==> config.mk <==
export PLATFORM = sky130hd
export DESIGN_NAME = boau_front
export DESIGN_NICKNAME = d
export VERILOG_FILES = /design/src/sv/boau_pkg.sv /design/src/sv/boau_front.sv
export SDC_FILE = /design/constraint.sdc
export NUM_CORES = 1
export LEC_CHECK = 0
export BUFFER_PORTS_ARGS = -buffer_cell sky130_fd_sc_hd__buf_4
export CORE_AREA = 2 2 71 73
export DETAILED_ROUTE_END_ITERATION = 10
export DIE_AREA = 0 0 73 75
export PLACE_DENSITY_LB_ADDON = 0.15
export SLEW_MARGIN = 10
export SYNTH_ARGS = -nofsm -noshare
export SYNTH_HDL_FRONTEND = slang
export SYNTH_SLANG_ARGS = --single-unit
==> constraint.sdc <==
create_clock -name vclk -period 1.6
set_clock_uncertainty 0.1 [all_clocks]
set_input_delay 0 -clock vclk [all_inputs]
set_output_delay 0 -clock vclk [all_outputs]
set_load 0.005 [all_outputs]
==> src/sv/boau_pkg.sv <==
// ----------------------------------------------------------------------------
// boau_pkg
// shared types and constants for the banked operand access unit
// ----------------------------------------------------------------------------
package boau_pkg;

	localparam int REG_COUNT = 256;

	localparam logic [1:0] OP_READ  = 2'd0;
	localparam logic [1:0] OP_WRITE = 2'd1;
	localparam logic [1:0] OP_LOAD  = 2'd2;
	localparam logic [1:0] OP_NOP   = 2'd3;

	localparam logic [1:0] ST_DONE  = 2'd0;
	localparam logic [1:0] ST_GUARD = 2'd1;
	localparam logic [1:0] ST_DEVRD = 2'd2;
	localparam logic [1:0] ST_DEVWR = 2'd3;

	localparam logic [2:0] DES_WORD = 3'd0;
	localparam logic [2:0] DES_T1   = 3'd1;
	localparam logic [2:0] DES_T2   = 3'd2;
	localparam logic [2:0] DES_T3   = 3'd3;
	localparam logic [2:0] DES_XI   = 3'd4;
	localparam logic [2:0] DES_I    = 3'd5;
	localparam logic [2:0] DES_W6   = 3'd6;
	localparam logic [2:0] DES_W7   = 3'd7;

	localparam logic [23:0] OOR_READ = 24'hFFFAAA;
	localparam int INT_BIT  = 23;
	localparam int HALF_BIT = 4;
	localparam int DEV_BIT  = 22;

	// action the back part performs for one item
	typedef enum logic [2:0] {
		ACT_NONE  = 3'd0,  // result fully known in front
		ACT_REGRD = 3'd1,
		ACT_REGWR = 3'd2,
		ACT_WIN   = 3'd3,  // windowed access, base lookup in back
		ACT_BASE  = 3'd4
	} act_t;

	typedef struct packed {
		act_t        act;
		logic        is_write;
		logic [23:0] eff_address;
		logic [5:0]  win;
		logic [17:0] off;
		logic        use_alt;
		logic [2:0]  designator;
		logic [23:0] write_value;
		logic        int_mode;
		logic        half;
		logic [23:0] imm_data;
		logic [1:0]  imm_status;
	} cmd_t;

	function automatic logic [23:0] sext8(input logic [7:0] x);
		return {{16{x[7]}}, x};
	endfunction

	function automatic logic [23:0] sext12(input logic [11:0] x);
		return {{12{x[11]}}, x};
	endfunction

	function automatic logic [23:0] extract_part(input logic [23:0] w,
			input logic [2:0] des, input logic half);
		case (des)
			DES_T1:  return sext8(w[23:16]);
			DES_T2:  return half ? sext12(w[23:12]) : sext8(w[15:8]);
			DES_T3:  return half ? sext12(w[11:0]) : sext8(w[7:0]);
			default: return w;
		endcase
	endfunction

	function automatic logic [23:0] merge_part(input logic [23:0] w,
			input logic [23:0] v, input logic [2:0] des, input logic half);
		case (des)
			DES_WORD, DES_W7: return v;
			DES_T1:  return {v[7:0], w[15:0]};
			DES_T2:  return half ? {v[11:0], w[11:0]} : {w[23:16], v[7:0], w[7:0]};
			DES_T3:  return half ? {w[23:12], v[11:0]} : {w[23:8], v[7:0]};
			default: return w;
		endcase
	endfunction

endpackage

==> src/sv/boau_front.sv <==
// ----------------------------------------------------------------------------
// boau_front
// decodes one input beat into a command for the back part
// ----------------------------------------------------------------------------
module boau_front (
	input  logic [1:0]        opcode,
	input  logic [23:0]       eff_address,
	input  logic [2:0]        designator,
	input  logic [23:0]       write_value,
	input  logic [23:0]       status_word,
	output boau_pkg::cmd_t    cmd
);
	logic [5:0] win;

	always_comb begin
		win = (eff_address[23:18] != 6'd0) ? eff_address[23:18] : eff_address[17:12];
		cmd = '0;
		cmd.act         = boau_pkg::ACT_NONE;
		cmd.is_write    = (opcode == boau_pkg::OP_WRITE);
		cmd.eff_address = eff_address;
		cmd.win         = win;
		cmd.off         = (eff_address[23:18] != 6'd0) ? eff_address[17:0]
			: {6'd0, eff_address[11:0]};
		cmd.use_alt     = (win >= 6'd1) && (win <= 6'd7)
			&& status_word[4'd15 - 4'(win[2:0])];
		cmd.designator  = designator;
		cmd.write_value = write_value;
		cmd.int_mode    = status_word[boau_pkg::INT_BIT];
		cmd.half        = status_word[boau_pkg::HALF_BIT];
		cmd.imm_data    = '0;
		cmd.imm_status  = boau_pkg::ST_DONE;
		if (opcode == boau_pkg::OP_LOAD) begin
			cmd.act = boau_pkg::ACT_BASE;
		end else if (opcode == boau_pkg::OP_READ && (designator == boau_pkg::DES_XI
				|| designator == boau_pkg::DES_I)) begin
			cmd.imm_data = eff_address;
		end else if (opcode == boau_pkg::OP_NOP) begin
			cmd.act = boau_pkg::ACT_NONE;
		end else if (eff_address < 24'd256) begin
			if (opcode == boau_pkg::OP_READ) cmd.act = boau_pkg::ACT_REGRD;
			else if (!status_word[boau_pkg::INT_BIT] && eff_address[7])
				cmd.imm_status = boau_pkg::ST_GUARD;
			else cmd.act = boau_pkg::ACT_REGWR;
		end else begin
			cmd.act = boau_pkg::ACT_WIN;
		end
	end
endmodule

# Word level (Yosys, flattened, before mapping)
# Index checks and enable logic that the tools add are counted.
# W data, S select, Z words.
[totals] ff_bits=0 inputBits=77 out_inout_bits=108 word_cells=35
[op_classes] n_addsub=1 n_lt_le_gt_ge=4 eq_ne=5 mux=17 reduce_logical=8
[ops] cell="$mux W26" n=1
[ops] cell="$lt A24 B9 Y1 const B" n=1
[ops] cell="$mux W24" n=1
[ops] cell="$mux W18" n=1
[ops] cell="$mux W3" n=4
[ops] cell="$eq A3 B3 Y1 const B" n=2
[ops] cell="$ge A6 B1 Y1 const B" n=1
[ops] cell="$le A6 B3 Y1 const B" n=1
[ops] cell="$lt A4 B6 Y1 const B" n=1
[ops] cell="$mux W1" n=6
[ops] cell="$mux W6" n=1
[ops] cell="$reduce_bool A6 Y1" n=1
[ops] cell="$bmux W1 S4" n=1
[ops] cell="$eq A2 B2 Y1 const B" n=2
[ops] cell="$logic_and A1 B1 Y1" n=4
[ops] cell="$mux W2" n=2
[ops] cell="$sub A4 B3 Y4 const A" n=1
[ops] cell="$eq A2 B1 Y1 const B" n=1
[ops] cell="$logic_not A2 Y1" n=1
[ops] cell="$logic_not A1 Y1" n=1
[ops] cell="$logic_or A1 B1 Y1" n=1

# Logic depth before layout (Yosys ltp)
[logic_depth] ltp_word=8 mapped_depth=6 ltp_nobuf=6

# Least setup slack after synthesis
# No wires, ideal clock.
[synth_timing] path_kind="input -> output" startpoint="input port eff_address[23]" endpoint="output port cmd[55] (netlist bit)" t_arrival_ps=1226 required_time_ps=1500 path_slack_ps=274 stages=5 n_path_buf=0 cell_sequence="nor4_4 a31o_4 mux2i_1 a2111oi_1 a21o_1"
[synth_rtl] element="start, declared" line_no="boau_front.sv:7" text="input logic [23:0] eff_address,"
[synth_rtl] element="end, declared" line_no="boau_front.sv:11" text="output boau_pkg::cmd_t cmd"

==> flow_summary.ini <==
[layout]
diodes = 0
nNetsFinal = 298
design.seq.count = 0
fillCellCount = 492
layout_common_cells = buf_4 (121), and2_1 (29), dlygate4sd3_1 (26), inv_1 (6), nand2_1 (4)
clkbuf_count = 0
synthToLayoutAreaGrowth_pct = 80.1
regArea_um2 = 0
drive_above_1_share = 0.603
mostFrequentLayoutCell = buf_4
stdcell_area_mm2 = 0.00173

[yosys]
synth-simple-area-share = 0.313
yosysWarnings = 0
synth_top_cell_by_area = buf_4
synth.avg_cell_area_um2 = 6.92
synth_cell_types = 24
synth_xor_xnor_area_share = 0
synth_seq_area_share = 0
netlist_instances = 139
synth_compound_area_frac = 0.101
yosys-top-cells-area = buf_4 (51%), and2_1 (19%), mux2i_1 (3.1%)
synth_mux_area_frac = 0.0312
synthesis.area_um2 = 962
synth_top_area_share = 0.515
synth_top_family_by_area = buffers and inverters
synth_fp_nets = 216
synth_fa_ha_area_frac = 0

[power]
p_per_area_mw_per_mm2 = 214
p_total_mw = 0.371
leakage_nw = 0.921
vdd_drop_max_v = 0.0000706

[status]
outcome = finished, final reports clean

[global_routing]
grt_pass1_wl_um = 4190
antenna_found_initial = 0
gr-total-overflow = 0
grt_pass1_vias = 924
grt_use_total = 0.0930
grt_max_degree = 27

[timing]
slew_violations = 0
final.min_clock_period_ps = 1520
finalHoldWorstSlack_ps = 81.6
hold_viol = 0
finalSetupViolCount = 0
fin_crit_sh = 0.948
final.setup.worst_slack_ps = 83.9
max_freq_mhz = 660
finalSetupTns_ps = 0

[routing]
dr.pass1.iters = 4
drc = 0
drtIter0Drc = 33
wl_per_cell_um = 12.1
via_per_inst = 4.12
postRouteAntennaNets = 0
dr_total_vias = 1124
wl_um = 3290

[place]
pre_cts_ws_ps = 42.9
io_buffer_count = 117
place.gp.congestion = 0.737
placedInstanceArea_mm2 = 0.00144
dp_hpwl_um = 2580

[floorplanning]
initial_core_util = 0.206
ios = 185
num_rows = 25
die_y_um = 75
die_area_mm2 = 0.00548
core-area_mm2 = 0.00466
die_x_um = 73

[worst_setup_path]
arrival_ps = 1420
path_cells = buf_4 -> nor4_4 -> buf_6 -> a31o_4 -> mux2i_1 -> a2111oi_2 -> a21o_1 -> buf_4
critPathMaxFanout = 8
crit_slowest_cell = a2111oi_2
critPathKind = in2out
cp_slowest_stage_delay_ps = 350
end_kind = primary output
critPathRequiredTime_ps = 1500
crit_top_cell = buf_4
start_kind = input port

[hold_path]
hold_path.class = in2out
holdPathStages = 2

[run]
maxCapViolCount = 0
[layer usage]
layer | track usage | vias up | wire length [um]
met1 | 0.117 | 490 | 1190
met5 | 0 | - | 0
met2 | 0.185 | 90 | 1760
met4 | 0 | 0 | 0
met3 | 0.00402 | 0 | 337
li1 | - | 544 | -
[synth_stat cells]
cell       instances
a2111oi_1          1
a211oi_1           2
a21o_1             1
a221oi_1           1
a31o_2             1
a31o_4             1
a31oi_1            4
and2_1            29
and2_2             1
and4b_1            1
buf_4             66
clkbuf_1           2
conb_1             1
inv_1              7
mux2i_1            3
nand2_1            4
nand3_1            2
nor2_1             3
nor2b_1            3
nor3_1             1
nor4_1             2
nor4_4             1
nor4b_1            1
o21ai_0            1
[final timing paths]
kind	from	endpoint	slack [ps]
worst max-delay path	eff_address[23]	cmd[55]	80
worst min-delay path	designator[2]	cmd[54]	80
[where the power goes]
part           total [mW]  internal (mW)  switching (mW)  leakage (nW)
combinational       0.371          0.234           0.137         0.921
sequential              0              0               0             0
clock                   0              0               0             0
[timing repair]
item,CTS,global route
setup endpoints to repair,0,1
setup buffers,0,1
hold buffers,26,0
hold endpoints to repair,26,0
gates resized for setup,0,6
[stage by stage]
step,util,instances
global route,0.372,273
global placement,0.309,246
detailed placement,0.309,246
CTS,0.365,272
floorplan,-,139
finish,0.372,273
[final cells by class]
type / count / area (um2) / share of cell area
Inverter: 7 / 26.3 / 0.0152
Tap cell: 54 / 67.6 / 0.0390
Multi-Input combinational cell: 64 / 459 / 0.265
Timing Repair Buffer: 148 / 1180 / 0.681
[logic make-up (layout without fill, tap and decap cells)]
logic type	Yosys count	count (layout)
buffers and inverters	75	155
AND/OR/NAND/NOR	48	48
AO/OA/AOI/OAI	12	12
multiplexers	3	3
other	1	1
[worst max-delay path, delay by kind of cell]
| family | cells | cell delay [ps] |
|---|---|---|
| multiplexers | 1 | 80 |
| AO/OA/AOI/OAI | 3 | 640 |
| buffers and inverters | 3 | 400 |
| AND/OR/NAND/NOR | 1 | 280 |
No activity file was read; power rests on OpenSTA's default activity.
