--- src/sv/boau_pkg.sv ---
// ----------------------------------------------------------------------------
// boau_pkg
// shared types and constants for the banked operand access unit
// ----------------------------------------------------------------------------
package boau_pkg;

	localparam int REG_COUNT = 256;

	localparam logic [1:0] OP_READ  = 2'd0;
	localparam logic [1:0] OP_WRITE = 2'd1;
	localparam logic [1:0] OP_LOAD  = 2'd2;
	localparam logic [1:0] OP_NOP   = 2'd3;

	localparam logic [1:0] ST_DONE  = 2'd0;
	localparam logic [1:0] ST_GUARD = 2'd1;
	localparam logic [1:0] ST_DEVRD = 2'd2;
	localparam logic [1:0] ST_DEVWR = 2'd3;

	localparam logic [2:0] DES_WORD = 3'd0;
	localparam logic [2:0] DES_T1   = 3'd1;
	localparam logic [2:0] DES_T2   = 3'd2;
	localparam logic [2:0] DES_T3   = 3'd3;
	localparam logic [2:0] DES_XI   = 3'd4;
	localparam logic [2:0] DES_I    = 3'd5;
	localparam logic [2:0] DES_W6   = 3'd6;
	localparam logic [2:0] DES_W7   = 3'd7;

	localparam logic [23:0] OOR_READ = 24'hFFFAAA;
	localparam int INT_BIT  = 23;
	localparam int HALF_BIT = 4;
	localparam int DEV_BIT  = 22;

	// action the back part performs for one item
	typedef enum logic [2:0] {
		ACT_NONE  = 3'd0,  // result fully known in front
		ACT_REGRD = 3'd1,
		ACT_REGWR = 3'd2,
		ACT_WIN   = 3'd3,  // windowed access, base lookup in back
		ACT_BASE  = 3'd4
	} act_t;

	typedef struct packed {
		act_t        act;
		logic        is_write;
		logic [23:0] eff_address;
		logic [5:0]  win;
		logic [17:0] off;
		logic        use_alt;
		logic [2:0]  designator;
		logic [23:0] write_value;
		logic        int_mode;
		logic        half;
		logic [23:0] imm_data;
		logic [1:0]  imm_status;
	} cmd_t;

	function automatic logic [23:0] sext8(input logic [7:0] x);
		return {{16{x[7]}}, x};
	endfunction

	function automatic logic [23:0] sext12(input logic [11:0] x);
		return {{12{x[11]}}, x};
	endfunction

	function automatic logic [23:0] extract_part(input logic [23:0] w,
			input logic [2:0] des, input logic half);
		case (des)
			DES_T1:  return sext8(w[23:16]);
			DES_T2:  return half ? sext12(w[23:12]) : sext8(w[15:8]);
			DES_T3:  return half ? sext12(w[11:0]) : sext8(w[7:0]);
			default: return w;
		endcase
	endfunction

	function automatic logic [23:0] merge_part(input logic [23:0] w,
			input logic [23:0] v, input logic [2:0] des, input logic half);
		case (des)
			DES_WORD, DES_W7: return v;
			DES_T1:  return {v[7:0], w[15:0]};
			DES_T2:  return half ? {v[11:0], w[11:0]} : {w[23:16], v[7:0], w[7:0]};
			DES_T3:  return half ? {w[23:12], v[11:0]} : {w[23:8], v[7:0]};
			default: return w;
		endcase
	endfunction

endpackage

--- src/sv/boau_queue.sv ---
// ----------------------------------------------------------------------------
// boau_queue
// two-entry command queue between front and back
// ----------------------------------------------------------------------------
module boau_queue (
	input  logic           clk,
	input  logic           arst_n,
	input  logic           in_valid,
	output logic           in_ready,
	input  boau_pkg::cmd_t in_cmd,
	output logic           out_valid,
	input  logic           out_ready,
	output boau_pkg::cmd_t out_cmd
);
	boau_pkg::cmd_t ent_q [2];
	logic       wp_q, rp_q;
	logic [1:0] cnt_q;
	logic       push, pop;

	assign in_ready  = (cnt_q != 2'd2);
	assign out_valid = (cnt_q != 2'd0);
	assign out_cmd   = ent_q[rp_q];
	assign push = in_valid && in_ready;
	assign pop  = out_valid && out_ready;

	always_ff @(posedge clk) begin
		if (push) ent_q[wp_q] <= in_cmd;
	end

	always_ff @(posedge clk or negedge arst_n) begin
		if (!arst_n) begin
			wp_q <= 1'b0; rp_q <= 1'b0; cnt_q <= 2'd0;
		end else begin
			if (push) wp_q <= ~wp_q;
			if (pop) rp_q <= ~rp_q;
			cnt_q <= cnt_q + 2'(push) - 2'(pop);
		end
	end
endmodule

--- config.mk ---
export PLATFORM = sky130hd
export DESIGN_NAME = boau_queue
export DESIGN_NICKNAME = d
export VERILOG_FILES = /design/src/sv/boau_pkg.sv /design/src/sv/boau_queue.sv
export SDC_FILE = /design/constraint.sdc
export NUM_CORES = 1
export LEC_CHECK = 0
export BUFFER_PORTS_ARGS = -buffer_cell sky130_fd_sc_hd__buf_4
export CORE_MARGIN = 2
export CORE_UTILIZATION = 48
export CTS_CLUSTER_SIZE = 30
export DETAILED_ROUTE_END_ITERATION = 8
export PLACE_DENSITY = 0.74
export SLEW_MARGIN = 20
export SYNTH_ARGS = -nofsm -noshare
export SYNTH_HDL_FRONTEND = slang
export SYNTH_SLANG_ARGS = --single-unit
--- constraint.sdc ---
create_clock -name clk -period 10.05 [get_ports clk]
set_clock_uncertainty 0.05 [all_clocks]
set_input_delay 3.015 -clock clk [delete_from_list [all_inputs] [get_ports clk]]
set_output_delay 3.015 -clock clk [all_outputs]
set_load 0.01 [all_outputs]
# Word-level counts from Yosys, hierarchy flattened
# Memory sizes are Yosys's and may differ from the RTL's.
# Cells that the tools add are included.
# W data, S select, Z words.
# totals
ff_bits,4
ramBits,216
in_bits,112
output_inout_bits,110
elab_cells,14
memories,1
# op_classes
add_sub_neg,2
eq_ne,1
muxes,2
bitwise,2
reduce_logical,3
# memory_table
memory,words,word_bits,read_ports,rd_ports_with_merged_regs,write_ports,line,text
ent_q,2,108,1,0,1,boau_queue.sv:15,boau_pkg::cmd_t ent_q [2];
# op_table
cell,n
$add A2 B1 Y2,1
$logic_and A1 B1 Y1,2
$mux W1,2
$ne A2 B2 Y1 const B,1
$not A1 Y1,2
$reduce_bool A2 Y1,1
$sub A2 B1 Y2,1

# Longest topological paths before layout
# logic_depth
depth_word,4
depth_mapped,7
ltp_nobuf,7

# Worst setup path before layout
# Ideal clock, no wire load.
# synth_timing
path_type,input to register
startpoint,input port in_valid
endpoint,memory ent_q[0][0] in the netlist's numbering (enable)
setup_ns,0.576
t_arrival_ns,7.604
t_required_ns,9.424
path_slack_ns,1.821
cell_stages,2
path_buffers,0
cell_sequence,nand2_1 > nor2_1
# synth_between
elab_chain_cells,3
# synth_lines
item,line,text
start: declaration,boau_queue.sv:8,"input logic in_valid,"
$logic_and A1 B1 Y1,boau_queue.sv:23,assign push = in_valid && in_ready;
$mux W1,boau_queue.sv:27,if (push) ent_q[wp_q] <= in_cmd;
$mux W1 (not written as such),boau_queue.sv:27,
end: declaration,boau_queue.sv:15,
# No other way between the ends.

==> results.sh <==
export IMPL_hold_depth=1
export IMPL_ys_seq_elements=220
export IMPL_start_util_pct=48.7
export IMPL_layout_common_cells="buf_4 (225), edfxtp_1 (216), mux2_2 (98), clkbuf_16 (23), mux2_4 (10)"
export IMPL_syn_area_sq_um=8020
export IMPL_final_max_slew_violation_count=0
export IMPL_ys_seq_area_share_pct=82.2
export IMPL_period_needed_ns=5.84
export IMPL_cpMostUsedCell="buf_4"
export IMPL_gp_congestion=0.741
export IMPL_arrival_ns=2.78
export IMPL_cts_resized=0
export IMPL_yosys_area_share_simple_pct=0.406
export IMPL_start_kind="register"
export IMPL_dr_pass1_iters=4
export IMPL_synth_xor_area_share_pct=0.437
export IMPL_r2r_slack_ns=7.62
export IMPL_rsz0062_at_grt="no"
export IMPL_worstReg2RegEnd="ent_q[1][6]"
export IMPL_relSlewSlack_pct=40.5
export IMPL_diodes=0
export IMPL_clkTransAtPathRegs_ns=0.06
export IMPL_final_area_sq_um=10600
export IMPL_whs_endpoint="cnt_q[0]"
export IMPL_hold_start="cnt_q[0]"
export IMPL_critPathSlowestCell="dfrtp_4"
export IMPL_outcome="completed"
export IMPL_die_width_um=133
export IMPL_max_vdd_ir_drop_v=0.000164
export IMPL_fp_dieH_um=133
export IMPL_r2r_start="cnt_q[1]"
export IMPL_path_class="register to output pin"
export IMPL_dpl_worst_slack_ns=4.71
export IMPL_drive_above_1_share_pct=60.6
export IMPL_endpoint_kind="output pin"
export IMPL_ios=222
export IMPL_detail_route_wl_per_cell_um=18.1
export IMPL_worst_slack_ns=4.21
export IMPL_fmax_ghz=0.171
export IMPL_path_max_fanout=59
export IMPL_muxShareOfSynthArea_pct=15.6
export IMPL_rows=47
export IMPL_grt_first_pass_wirelength_um=22900
export IMPL_fin_tns_setup_ns=0
export IMPL_cts_hold_buf=0
export IMPL_r2r_cells=3
export IMPL_postLayoutCoreUtil_pct=64.4
export IMPL_htreeDepth=1
export IMPL_hold_violations=0
export IMPL_ant_nets=0
export IMPL_required_ns=6.99
export IMPL_layout_commonest_cell="buf_4"
export IMPL_track_usage_pct=16.5
export IMPL_power_total_mw=3.04
export IMPL_portBuffers=221
export IMPL_grt_overflow=0
export IMPL_via_per_inst=4.94
export IMPL_fin_nets=705
export IMPL_grt_start_max_net_pins=65
export IMPL_hold_path_class="register to register"
export IMPL_cts_setup_buffers=0
export IMPL_leakage_nw=3.98
export IMPL_grt_pass1_vias=4512
export IMPL_finalWirelength_um=15000
export IMPL_max_stage_delay_ns=0.87
export IMPL_synth_compound_area_share_pct=0
export IMPL_antenna_found_initial=0
export IMPL_worst_pin_slew_ns=0.893
export IMPL_dp_cells=786
export IMPL_synth_fa_ha_area_share_pct=0.312
export IMPL_cts_root_buf="clkbuf_16"
export IMPL_fin_hold_ws_ns=0.464
export IMPL_synth_area_per_cell_sq_um=22.7
export IMPL_clk_path_buf_depth=3
export IMPL_drtIter0Drc=224
export IMPL_syn_nets=467
export IMPL_instances_no_fill=826
export IMPL_setup_viol=0
export IMPL_place_area_sq_um=9920
export IMPL_synth_top_family_by_area="multiplexers"
export IMPL_vias=4081
export IMPL_cts_buffers=23
export IMPL_post_route_period_util_pct=58.1
export IMPL_area_growth_pct=32.2
export IMPL_yosys_warnings=0
export IMPL_cts_tree="yes"
export IMPL_coreArea_sq_um=16500
export IMPL_dieArea_sq_um=17700
export IMPL_power_density_nw_per_um2=287
export IMPL_synth_cell_type_count=16
export IMPL_path_cells="buf_4 > mux2_2 > buf_4"
export IMPL_hpwlAfterDp_um=9880
export IMPL_maxCapViolCount=0
export IMPL_route_detailed_drc=0
export IMPL_syn_instance_count=353
export IMPL_cts_sinks=220
export IMPL_clock_latency_ns=0.49
[cell type report]
type,count,area [sq um]
clock buffers,30,602
clock inverters,10,77.6
fillers,1168,5870
inverters,1,3.75
multi-input cells,120,1360
flip-flops and latches,220,6590
well taps,220,275
repair buffers,225,1690
[logic make-up (layout without fill, tap and decap cells)]
family / after synthesis / count (layout)
xor gates and xnor gates: 4 / 4
DFF: 220 / 220
and+or+nand+nor: 6 / 6
adders and majority gates: 2 / 2
buffers and inverters: 13 / 266
muxes: 108 / 108
[cell usage after synthesis]
cell,instances,share of area [%]
and2_1,1,0.078
nand2_1,1,0.047
buf_2,9,0.56
nor2_1,1,0.047
ha_1,2,0.31
xnor2_1,3,0.33
or2_2,1,0.078
mux2_4,10,1.9
buf_6,3,0.42
xor2_1,1,0.11
and3_1,1,0.078
inv_1,1,0.047
mux2_2,98,14
dfrtp_1,4,1.2
nand2b_1,1,0.078
edfxtp_1,216,81
[registers in the layout, summed over array words and instances (netlist names)]
| register | cells |
|---|---|
| ent_q | 216 |
| rp_q | 1 |
| wp_q | 1 |
| cnt_q | 2 |
[report_power, final]
part           total (mW)  switching [mW]  internal [mW]
combinational       0.938           0.439          0.499
sequential           1.34          0.0871           1.26
clock               0.762           0.316          0.446
[critical path, delay by kind of cell, from the launching register on]
family / cells / cell delay, ns
muxes: 1 / 0.43
DFF: 1 / 0.87
buffers and inverters: 2 / 0.91
[how the worst max path moves through the flow]
stage / end / startpoint / slack [ns] / cells past startpoint
finish: out_cmd[73] / rp_q / 4.21 / 3
CTS: out_cmd[55] / rp_q / 4.16 / 3
global placement: out_cmd[55] / rp_q / 4.75 / 3
detailed placement: out_cmd[61] / rp_q / 4.71 / 3
floorplan: ent_q[0][0] / in_valid / 1.82 / 2
global route: out_cmd[55] / rp_q / 4.08 / 3
[per-layer routing]
metal  vias up  part of all wire, %  GRT usage [%]
li1       1875                    -              -
met1      2033                   39           19.0
met2       151                   52           29.9
met3        22                  7.4           4.53
met4         0                  2.1           5.73
met5         -                    0              0
(Power assumes the default switching activity.)
